$ cat config.mk
export PLATFORM = sky130hd
export DESIGN_NAME = mdas_outq
export DESIGN_NICKNAME = d
export VERILOG_FILES = /design/src/hdl/mdas_pkg.sv /design/src/hdl/mdas_outq.sv
export SDC_FILE = /design/constraint.sdc
export NUM_CORES = 1
export LEC_CHECK = 0
export ABC_AREA = 1
export BUFFER_PORTS_ARGS = -buffer_cell sky130_fd_sc_hd__buf_2
export CORE_UTILIZATION = 34
export DETAILED_ROUTE_END_ITERATION = 7
export SLEW_MARGIN = 30
export SYNTH_ARGS = -nofsm -noshare
export SYNTH_HDL_FRONTEND = slang
export SYNTH_SLANG_ARGS = --single-unit
$ cat constraint.sdc
create_clock -name clk -period 3.2 [get_ports clk]
set_clock_uncertainty 0.1 [all_clocks]
set_input_delay 0.32 -clock clk [delete_from_list [all_inputs] [get_ports clk]]
set_output_delay 0.32 -clock clk [all_outputs]
set_load 0.02 [all_outputs]
$ cat src/hdl/mdas_pkg.sv
// shared types and constants of the multidimensional array store
package mdas_pkg;

    localparam int INDEX_WIDTH      = 13;
    localparam int BOUND_WIDTH      = 13;
    localparam int VALUE_WIDTH      = 32;
    localparam int OFFSET_WIDTH     = 12;
    localparam int DIMS_WIDTH       = 3;
    localparam int NUM_INDEX_FIELDS = 4;
    localparam int CFG_INDEX_WIDTH  = 3;
    localparam int CFG_DATA_WIDTH   = 13;

    localparam int VALUE_LSB       = NUM_INDEX_FIELDS * INDEX_WIDTH;
    localparam int S_TDATA_WIDTH   = ((VALUE_LSB + VALUE_WIDTH + 7) / 8) * 8;
    localparam int RESULT_WIDTH    = VALUE_WIDTH + 2 + OFFSET_WIDTH;
    localparam int M_TDATA_WIDTH   = ((RESULT_WIDTH + 7) / 8) * 8;

    localparam int QUEUE_DEPTH     = 8;
    localparam int QCOUNT_WIDTH    = $clog2(QUEUE_DEPTH + 1);

    localparam logic [CFG_INDEX_WIDTH-1:0] CFG_NUM_DIMS    = 3'd0;
    localparam logic [CFG_INDEX_WIDTH-1:0] CFG_BOUND_FIRST = 3'd1;

    localparam logic MODE_READ  = 1'b0;
    localparam logic MODE_WRITE = 1'b1;

    typedef enum logic [1:0] {
        STATUS_OK    = 2'd0,
        STATUS_RANGE = 2'd1,
        STATUS_SHAPE = 2'd2
    } status_t;

    typedef enum logic [1:0] {
        SEQ_IDLE,
        SEQ_SHAPE,
        SEQ_STRIDE
    } seq_state_t;

    typedef struct packed {
        logic [VALUE_WIDTH-1:0]  read_value;
        status_t                 status;
        logic [OFFSET_WIDTH-1:0] element_offset;
    } result_t;

endpackage

$ cat src/hdl/mdas_outq.sv
// result queue between the access pipeline and the output stream
module mdas_outq #(
    parameter int DEPTH = 8
) (
    input  logic                  clk,
    input  logic                  rst_n,
    input  logic                  push,
    input  mdas_pkg::result_t     push_data,
    input  logic                  pop_ready,
    output logic                  out_valid,
    output mdas_pkg::result_t     out_data,
    output logic [$clog2(DEPTH+1)-1:0] count
);

    localparam int PTRW = $clog2(DEPTH);
    localparam int CW   = $clog2(DEPTH + 1);
    localparam logic [PTRW-1:0] LAST = PTRW'(DEPTH - 1);

    mdas_pkg::result_t entry_reg [DEPTH];
    logic [PTRW-1:0]   wptr_reg, rptr_reg;
    logic [CW-1:0]     count_reg;
    logic              pop;

    assign out_valid = count_reg != '0;
    assign pop       = out_valid && pop_ready;
    assign out_data  = entry_reg[rptr_reg];
    assign count     = count_reg;

    always_ff @(posedge clk or negedge rst_n)
    begin
        if (!rst_n)
        begin
            wptr_reg  <= '0;
            rptr_reg  <= '0;
            count_reg <= '0;
        end
        else
        begin
            if (push)
            begin
                wptr_reg <= (wptr_reg == LAST) ? '0 : wptr_reg + PTRW'(1);
            end
            if (pop)
            begin
                rptr_reg <= (rptr_reg == LAST) ? '0 : rptr_reg + PTRW'(1);
            end
            if (push && !pop)
            begin
                count_reg <= count_reg + CW'(1);
            end
            else if (pop && !push)
            begin
                count_reg <= count_reg - CW'(1);
            end
        end
    end

    always_ff @(posedge clk)
    begin
        if (push)
        begin
            entry_reg[wptr_reg] <= push_data;
        end
    end

endmodule

## Word-level counts from Yosys, hierarchy flattened

Memory sizes are Yosys's and may differ from the RTL's.
Cells that the tools add are included.

| word-level totals | value |
|---|---|
| flip-flop bits (word level) | 10 |
| RAM bits | 368 |
| input port bits | 50 |
| output and inout port bits | 51 |
| word-level logic and storage cells | 23 |
| memories kept | 1 |

| operators by class | value |
|---|---|
| $add $sub $neg | 4 |
| equality and inequality tests | 2 |
| mux-type cells | 6 |
| reduce and logical (&&, ||, !) cells | 7 |

Memories:

| name | words | width | read ports | clocked after memory_dff | wr ports | line | text |
|---|---|---|---|---|---|---|---|
| entry_reg | 8 | 46 | 1 | 0 | 1 | mdas_outq.sv:19 | `mdas_pkg::result_t entry_reg [DEPTH];` |

Operators by type and width:

| kind | count |
|---|---|
| $mux W4 | 2 |
| $add A3 B1 Y3 const B | 2 |
| $eq A3 B3 Y1 const B | 2 |
| $mux W3 | 2 |
| $add A4 B1 Y4 const B | 1 |
| $reduce_bool A4 Y1 | 1 |
| $sub A4 B1 Y4 const B | 1 |
| $logic_and A1 B1 Y1 | 3 |
| $logic_not A1 Y1 | 2 |
| $mux W1 | 2 |
| $reduce_bool A2 Y1 | 1 |

## Longest topological paths before layout

Gate-level depths: netlist of run 1.

| depth | value |
|---|---|
| depth after elaboration | 5 |
| depth in mapped cells | 12 |
| depth with buffers taken out | 12 |

## Worst setup path before layout of run 1

No wires, ideal clock.

| path | value |
|---|---|
| kind | register to register |
| start | register wptr_reg[0] |
| end | memory entry_reg[0][0] (netlist bit) (enable) |
| library setup time | 0.450 ns |
| data arrival time | 2.499 ns |
| required time | 2.650 ns |
| path slack | 0.151 ns |
| stages on the path, launching flop included | 4 |
| path buffers | 0 |
| period minus slack after synthesis | 3.049 ns |
| cell sequence | dfrtp_1 -> inv_1 -> nand2_1 -> nor2_1 |

RTL lines:

| element | line | text |
|---|---|---|
| start, declared | mdas_outq.sv:20 | `logic [PTRW-1:0] wptr_reg, rptr_reg;` |
| start signal, assigned | mdas_outq.sv:41 | `wptr_reg <= (wptr_reg == LAST) ? '0 : wptr_reg + PTRW'(1);` |
| end, declared | mdas_outq.sv:19 |  |

No word-level cell before the write port.

==> impl.org, run 1 <==
** Outcome
- Result of the run :: finished clean

** Yosys
- Unique masters post-synth :: 17
- Synthesis inferred 378 register bits.
- Share of synthesized area occupied by flip-flops and latches :: slightly below 70%
- The number of nets in the synthesized netlist is 1728.
- In this run the cell area of the synthesized design comes to 16410 sq um.
- Synthesis handed over a netlist of between 1500 and 2000 instances.
- The Yosys step of the flow raised 0 warnings.
- Averaged over all synthesized cells, the footprint is 9.825 sq um.

** Pwr
- Cell internal power was estimated by the tool at approximately 11000 uW.
- Of the total power, the clock network draws 26.4%.
- Peak supply drop :: between 400 and 500 uV
- Combinational logic is responsible for roughly 36% of the overall power.
- Reg power frac :: a little under two fifths
- Leakage power of the design :: between 0.008 and 0.009 uW
- For this design the ratio of total power to cell area is ~900 nW/um^2.
- In this run switching power makes up about 37% of total power.
- In this run the power spent charging and discharging nets is between 6000 and 7000 uW.

** Route
- In the detailed route, the total length drawn on met3 is between 1000 and 1500 microns.
- The final layout contains routed wiring with a total length of roughly 36000 microns.
- In the final routing, the length of wire on met1 measures approximately 17000 microns.
- For this run, the detailed router's first-pass iteration total came to 5.
- Using the TritonRoute via totals, the vias-per-cell ratio works out to between 4 and 5.
- Wire length per cell :: 14.73 microns
- Top routing layer in use :: met4
- Vias post-DR :: approximately 11000
- Summed over all nets, wire length on met2 after detailed routing comes to roughly 17000 microns.
- After detailed routing, the number of remaining DRC violations is 0.
- After the first detailed-routing iteration, the DRC count stood at roughly 610.
- The detail route stage leaves a number of antenna-violating nets equal to 0.

** Place
- Count of input and output buffers :: 100
- HPWL reported at the end of detailed placement :: between 15000 and 20000 microns
- Routability-driven placement finished with a final weighted congestion of slightly above 0.7.
- Counting tap cells, the placed design contains a total of roughly 2300 instances.

** Worst setup path
- Category of cells accounting for the largest share of critical-path delay :: flip-flops
- Data on the critical path is required at its endpoint by ~2800 ps.
- On the critical path, the stage with the largest delay is an instance of dfrtp_4.
- Critical path type :: flop to primary output
- Buffer and inverter count on the worst path :: 2
- CP Capture Type :: primary output
- The critical path goes through buf_12 > nor2_1 > nor2_1 > nand2_1 > nand2_1 > nand2_1 > nand2_1 > buf_2.
- Crit start category :: flop
- Data arrival time of the critical path :: roughly 2500 ps
- Path depth of the worst reg2reg path :: 11
- Of all nets on the critical path, the largest fanout is 97.
- CP dominant cell by count :: nand2_1
- Slowest cell delay on critical path :: approximately 760 ps
- In this run the register-to-register setup slack is between 1000 and 1500 ps.
- WP depth :: 8

** Floorplan
- The die is 221.7 microns tall.
- Die Width :: roughly 220 microns
- Core region area :: about 48000 sq um
- Starting density of the core :: roughly 34%
- The die covers roughly 49000 sq um.
- The floorplan has 80 rows.
- I/O Pins :: just over 100

** Layout
- For this run, the number of standard cells in the final layout without fillers is 2456.
- Flip-flop count of the largest register, all copies and words added :: between 300 and 400
- Cells with a size suffix above 1 make up 10.45% of the layout.
- The final layout contains approximately 1900 nets.
- Area growth from synthesis to final layout :: 18.35%

** Global route
- Number of antenna violations at the first check in global routing :: 3
- For this run the aggregate overflow at the end of global routing stands at 0.
- Global-route wire length before repair :: approximately 57000 microns
- In the global route stage, overall resource usage came out at about 15%.
- The number of global-route vias before repair was around 10000.
- Entering global routing, the biggest net connects 98 pins.

** CTS
- CTS tree :: yes
- At the later pin of the worst-skew pair, clock insertion delay measures ~520 ps.
- Maximum buffer depth of the clock tree :: 3
- Number of buffers added by the clock tree synthesis step :: 38
- Maximum level of the CTS H-tree :: 2
- Cell at the root of the clock tree :: clkbuf_16
- Buffers added to address setup during post-CTS repair amount to 0.
- Number of clock sinks seen by CTS :: between 300 and 400
- After clock tree synthesis, the clock-pin slew on the worst setup and hold paths is roughly 60 ps.

** STA
- Sum of negative setup slack :: 0 ps
- Measured against its own limit, the worst slew margin works out to ~47%.
- Count of final setup violators :: 0
- Crit path time final :: about 2900 ps
- Final Hold Fails :: 0
- Max Clock Freq :: roughly 350 MHz
- The final critical path takes up roughly nine tenths of the cycle.
- Setup repair after global routing left no endpoint under its margin.
- Number of pins exceeding their max-slew limit in the final report :: 0
- Actual slew at the worst max-slew pin :: 788.3 ps

** Worst hold path
- In this run the worst hold path is classified as input port to asynchronous set/reset pin.

** Run
- Max-cap violations in this run came to 0.
## through the flow
step / util [%] / worst slack [ps] / total power (uW) / hold WS [ps] / instance area, sq um
after floorplan: - / 151.5 / 10800 / -75.59 / 16410
after global placement: 37.10 / 665.7 / 12570 / 102.5 / 17680
after detailed placement: 37.10 / 634.3 / 12660 / 104.9 / 17680
after CTS: 40.74 / 77.91 / 17220 / 86.66 / 19410
after global routing: 40.75 / 138.7 / 18150 / 112.1 / 19420
final: 40.75 / 334.4 / 16980 / 102.5 / 19420
## Yosys cell counts, drive strengths merged
library cell  number  area share (%)
buf               58             2.2
clkbuf            13            0.30
nor2             380             8.7
ha                 7            0.53
xnor2              2            0.11
o21ai              6            0.18
edfxtp           368              67
dfrtp             10             1.5
inv              195             4.5
nand3              5            0.15
a21oi              1           0.030
nand2            623              14
or2                1           0.038
fa                 1            0.12
## placed cells by master (no fill, tap or decap), types with 2 or more instances in the layout
cell	instances
buf_12	14
buf_2	100
buf_4	9
bufinv_16	5
clkbuf_1	7
clkbuf_16	39
clkinv_1	5
clkinv_2	8
dfrtp_1	7
dfrtp_4	2
diode_2	3
dlygate4sd3_1	49
edfxtp_1	368
ha_1	7
inv_1	193
nand2_1	623
nand3_1	5
nor2_1	372
nor2_4	8
o21ai_0	6
xnor2_1	2
## power by group through the flow
stage | clock (uW) | combinational, uW | sequential, uW
2_1_floorplan | 0 | 4440 | 6360
5_1_grt | 4770 | 6980 | 6400
3_5_place_dp | 0 | 6210 | 6450
6_report | 4480 | 6160 | 6340
4_1_cts | 4590 | 6280 | 6350
3_3_place_gp | 0 | 6140 | 6430
## routing by layer
layer	global-route usage, %	vias to the layer above
li1	-	5465
met1	19.55	4967
met2	25.19	162
met3	2.611	47
met4	3.898	0
met5	0	-
## logic make-up (layout without fill, tap and decap cells)
group / Yosys count / count (layout) / share of synthesized area (%)
AO/OA/AOI/OAI: 7 / 7 / 0.2135
flip-flops: 378 / 378 / 68.88
XOR/XNOR: 2 / 2 / 0.1068
buffers and inverters: 266 / 434 / 7.008
other: 0 / 3 / 0
AND/OR/NAND/NOR: 1009 / 1009 / 23.14
adder cells (fa/ha/maj): 8 / 8 / 0.6558
## worst reg2reg max path: stages (launching register included)
cell	delay (ps)
dfrtp_1	440
nor2_1	130
nand2_1	90
nand2_1	170
ha_1	210
inv_1	90
ha_1	320
or2_2	290
nand2_1	70
nand2_1	50
nand3_1	60
nand2_1	50
## layout make-up
cell class                 instances  area, sq um
inverter                         195        734.5
sequential                       378        11310
tap                              615        769.5
multi-input combinational       1026         4016
clock inverter                    20        225.2
clock buffer                      47         1016
timing repair buffer             172         1339
fill                            4585        28230
antenna                            3        7.507
## repair_timing
| item | 4_1_cts | 5_1_grt |
|---|---|---|
| hold buffers | 49 | 0 |
| gates resized for setup | 0 | 1 |
| setup endpoints to repair | 0 | 2 |
| endpoints found under the hold margin | 380 | 0 |
## path summary, 6_finish.rpt
kind	endpoint	startpoint
worst min register to register	count[2]	count[2]
worst max register to register	count[3]	count[0]
min in group clk	count[2]	count[2]
worst min-delay path	rptr_reg[1]	rst_n
max in group asynchronous	rptr_reg[0]	rst_n
worst max-delay path	out_data[28]	rptr_reg[0]
Note: power is estimated with default switching activity, not from simulation.
==> run 2: changes to the inputs <==
Settings changed: CORE_UTILIZATION 34 to 35, GPL_TIMING_DRIVEN set to 0.
==> run 2 against run 1 <==
Compared with the run above: sequential power is 2% lower; total power grew 8.1%; non-clock buffer count up 70; sequential share of layout area down 2.4 points; combinational power up 15%; maximum frequency is 5.0% lower; critical path type unchanged; highest routed layer is now met5.
==> impl.org, run 2 (same netlist as run 1, synthesis figures left out) <==
** Outcome
- Result of the run :: finished clean

** Worst setup path
- Worst reg2reg setup slack :: 1000 ps (-20 ps)
- Critical path peak fanout :: 10 (-90%)
- Data required time at the worst endpoint :: 2780 ps (about the same)
- The worst setup path is captured at a primary output.
- Critical path type :: flop to primary output
- Setup crit start :: rptr_reg[2]
- End point of the critical path :: out_data[6]
- The worst setup path is launched from a flop.
- The number of cells on the worst reg-to-reg path is 11 (unchanged).
- R2r endpoint :: count[3]
- The worst register-to-register path begins at count[0].
- Data arrival time of the critical path :: 2600 ps (+150 ps)

** Layout
- Most frequent cells in the layout :: 623 x nand2_1, 372 x nor2_1, 368 x edfxtp_1, 194 x inv_1, 143 x buf_2
- The layout cell share with drive strength beyond 1 came to 13.15% (+2.7 points).
- The utilization after layout came to 44.19% (+3.4 points).
- Area growth from synthesis to final layout :: 23.27%
- The number of flip-flops in the largest register was 368 (unchanged).
- Number of nets in the layout :: 1942 (+3.9%)
- The library cell used most frequently in the layout, excluding fill and tap cells, is nand2_1.
- Final standard cell area without fillers :: 20230 sq um (+4.2%)
- The number of antenna diodes came to 0 (-3).

** CTS
- Clk slew on worst S/H paths :: 60 ps (about the same)
- Number of buffers added by the clock tree synthesis step :: 41 (+7.9%)
- Maximum level of the CTS H-tree :: 2 (unchanged)
- Insertion delay to the later sink of the worst-skew pair :: 540 ps (+20 ps)
- Maximum buffer depth of the clock tree :: 3 (unchanged)
- TritonCTS built the clock tree.
- Number of buffers added for setup after CTS :: 0 (unchanged)
- Cell at the root of the clock tree :: clkbuf_16
- The number of sinks handled by clock tree synthesis is 378 (unchanged).

** Pwr
- The power density over cell area came to 907.9 nW/um^2 (+3.8%).
- The leakage power summed over all cells came to 0.008749 uW (+5.5%).
- Peak supply drop :: 432.8 uV (+4.9%)

** Route
- The routed wire length came to 40330 microns (+12%).
- The post-detailed-route via-to-cell ratio is 4.443 (+2.6%).
- Final routed DRC violation total :: 0 (unchanged)
- The remaining number of nets flagged by the antenna check after routing is 0 (unchanged).
- Count of TritonRoute iterations in the first routing pass :: 5 (unchanged)
- The first-iteration detailed-routing DRC count is 561 (-8.6%).
- Wire length per cell :: 16.03 microns (+8.8%)
- The overall via count from detail_route was 11180 (+5.1%).

** Global route
- Number of global-route vias before repair :: 10730 (+5.4%)
- The global route total overflow came to 0 (unchanged).
- Pin count of the biggest net entering global routing :: 20 (-80%)
- Combined global-route utilization of all metal layers :: 16.96% (+2.1 points)
- The initial antenna violation count came to 2 (-1).
- The first-pass GRT wire length came to 60920 microns (+6.8%).

** Floorplan
- The die height came to 218.5 microns (-1.4%).
- The width of the die came to 218.5 microns (-1.4%).
- Starting density of the core :: 35.85% (+1.4 points)
- I/O Pins :: 101 (unchanged)
- Core region area :: 45770 sq um (-3.9%)
- The die outline area was 47750 sq um (-2.8%).
- The standard-cell row count was 78 (-2.5%).

** STA
- Max Clock Freq :: 331.4 MHz (-5.0%)
- Setup repair after global routing left no endpoint under its margin.
- Final worst-path cycle share :: 94.29% (+4.7 points)
- Actual slew at the worst max-slew pin :: 740.8 ps (-47.50 ps)
- Relative max-transition margin :: 50.62% (+3.2 points)
- The final setup violation count came to 0 (unchanged).
- Crit path time final :: 3017 ps (+151.6 ps)
- The count of final max-slew check failures was 0 (unchanged).
- The hold violation count in the final report was 0 (unchanged).

** Run
- Number of maximum-capacitance constraint violations :: 0 (unchanged)

** Place
- Cell area after placement :: 18280 sq um (+3.4%)
- Count of input and output buffers :: 100 (unchanged)
- GP Congestion :: 0.7700 (+6.6%)
- The HPWL reported at the end of detailed placement came to 26720 microns (+40%).

** Worst hold path
- The tightest min-delay check is of the input port to asynchronous set/reset pin type.
[run 2: metal layers]
layer / GRT usage (%) / wire length [microns] / up-vias
met3: 2.603 / 2113 / 64
met4: 4.942 / 854 / 4
met2: 28.93 / 19610 / 283
met1: 22.18 / 17740 / 5200
li1: - / - / 5628
met5: 0 / 23 / -
[run 2: where the power goes]
part           switching (uW)  internal (uW)  total [uW]
Sequential                167           6050        6220
Combinational            4860           2210        7080
Clock                    1890           3170        5060
Total                    6920          11400       18400
[run 2: worst min-delay path by stage]
stage / end / slack [ps] / depth (start not counted)
6_report: count[2] / 80 / 2
5_1_grt: rptr_reg[0] / 100 / 2
4_1_cts: count[2] / 60 / 2
3_5_place_dp: count[2] / 90 / 1
3_3_place_gp: count[0] / 90 / 1
2_1_floorplan: count[0] / -80 / 0
[run 2: worst max-delay path, stage by stage (launching register included)]
cell and delay (ps):
dfrtp_1 390, inv_1 70, clkbuf_1 560, clkbuf_1 600, nand2_1 120, nand2_1 110
buf_2 180
[run 2: area by class of cell]
type	instances	area [sq um]
sequential	378	11300
fill	4264	25550
clock buffer	50	1102
inverter	195	732.0
clock inverter	25	346.6
multi-input combinational	1026	4016
timing repair buffer	171	1556
tap	600	750.7
buffer	71	420.4
[run 2: what timing repair did]
| action | CTS | global route |
|---|---|---|
| endpoints found under the hold margin | 381 | 0 |
| gates resized for setup | 0 | 4 |
| setup endpoints to repair | 0 | 4 |
| hold buffers | 49 | 0 |
[run 2: per-stage QoR]
stage          worst slack, ps  instances  setup TNS [ps]  power [uW]  hold slack (ps)
2_1_floorplan            151.5       1670               0       10800           -75.59
3_3_place_gp             -1927       2370         -658590       13110            90.45
3_5_place_dp             651.6       2392               0       13430            94.88
4_1_cts                  70.75       2516               0       18560            57.27
5_1_grt                  11.85       2516               0       19470            96.95
6_report                 182.8       2516               0       18360            76.05
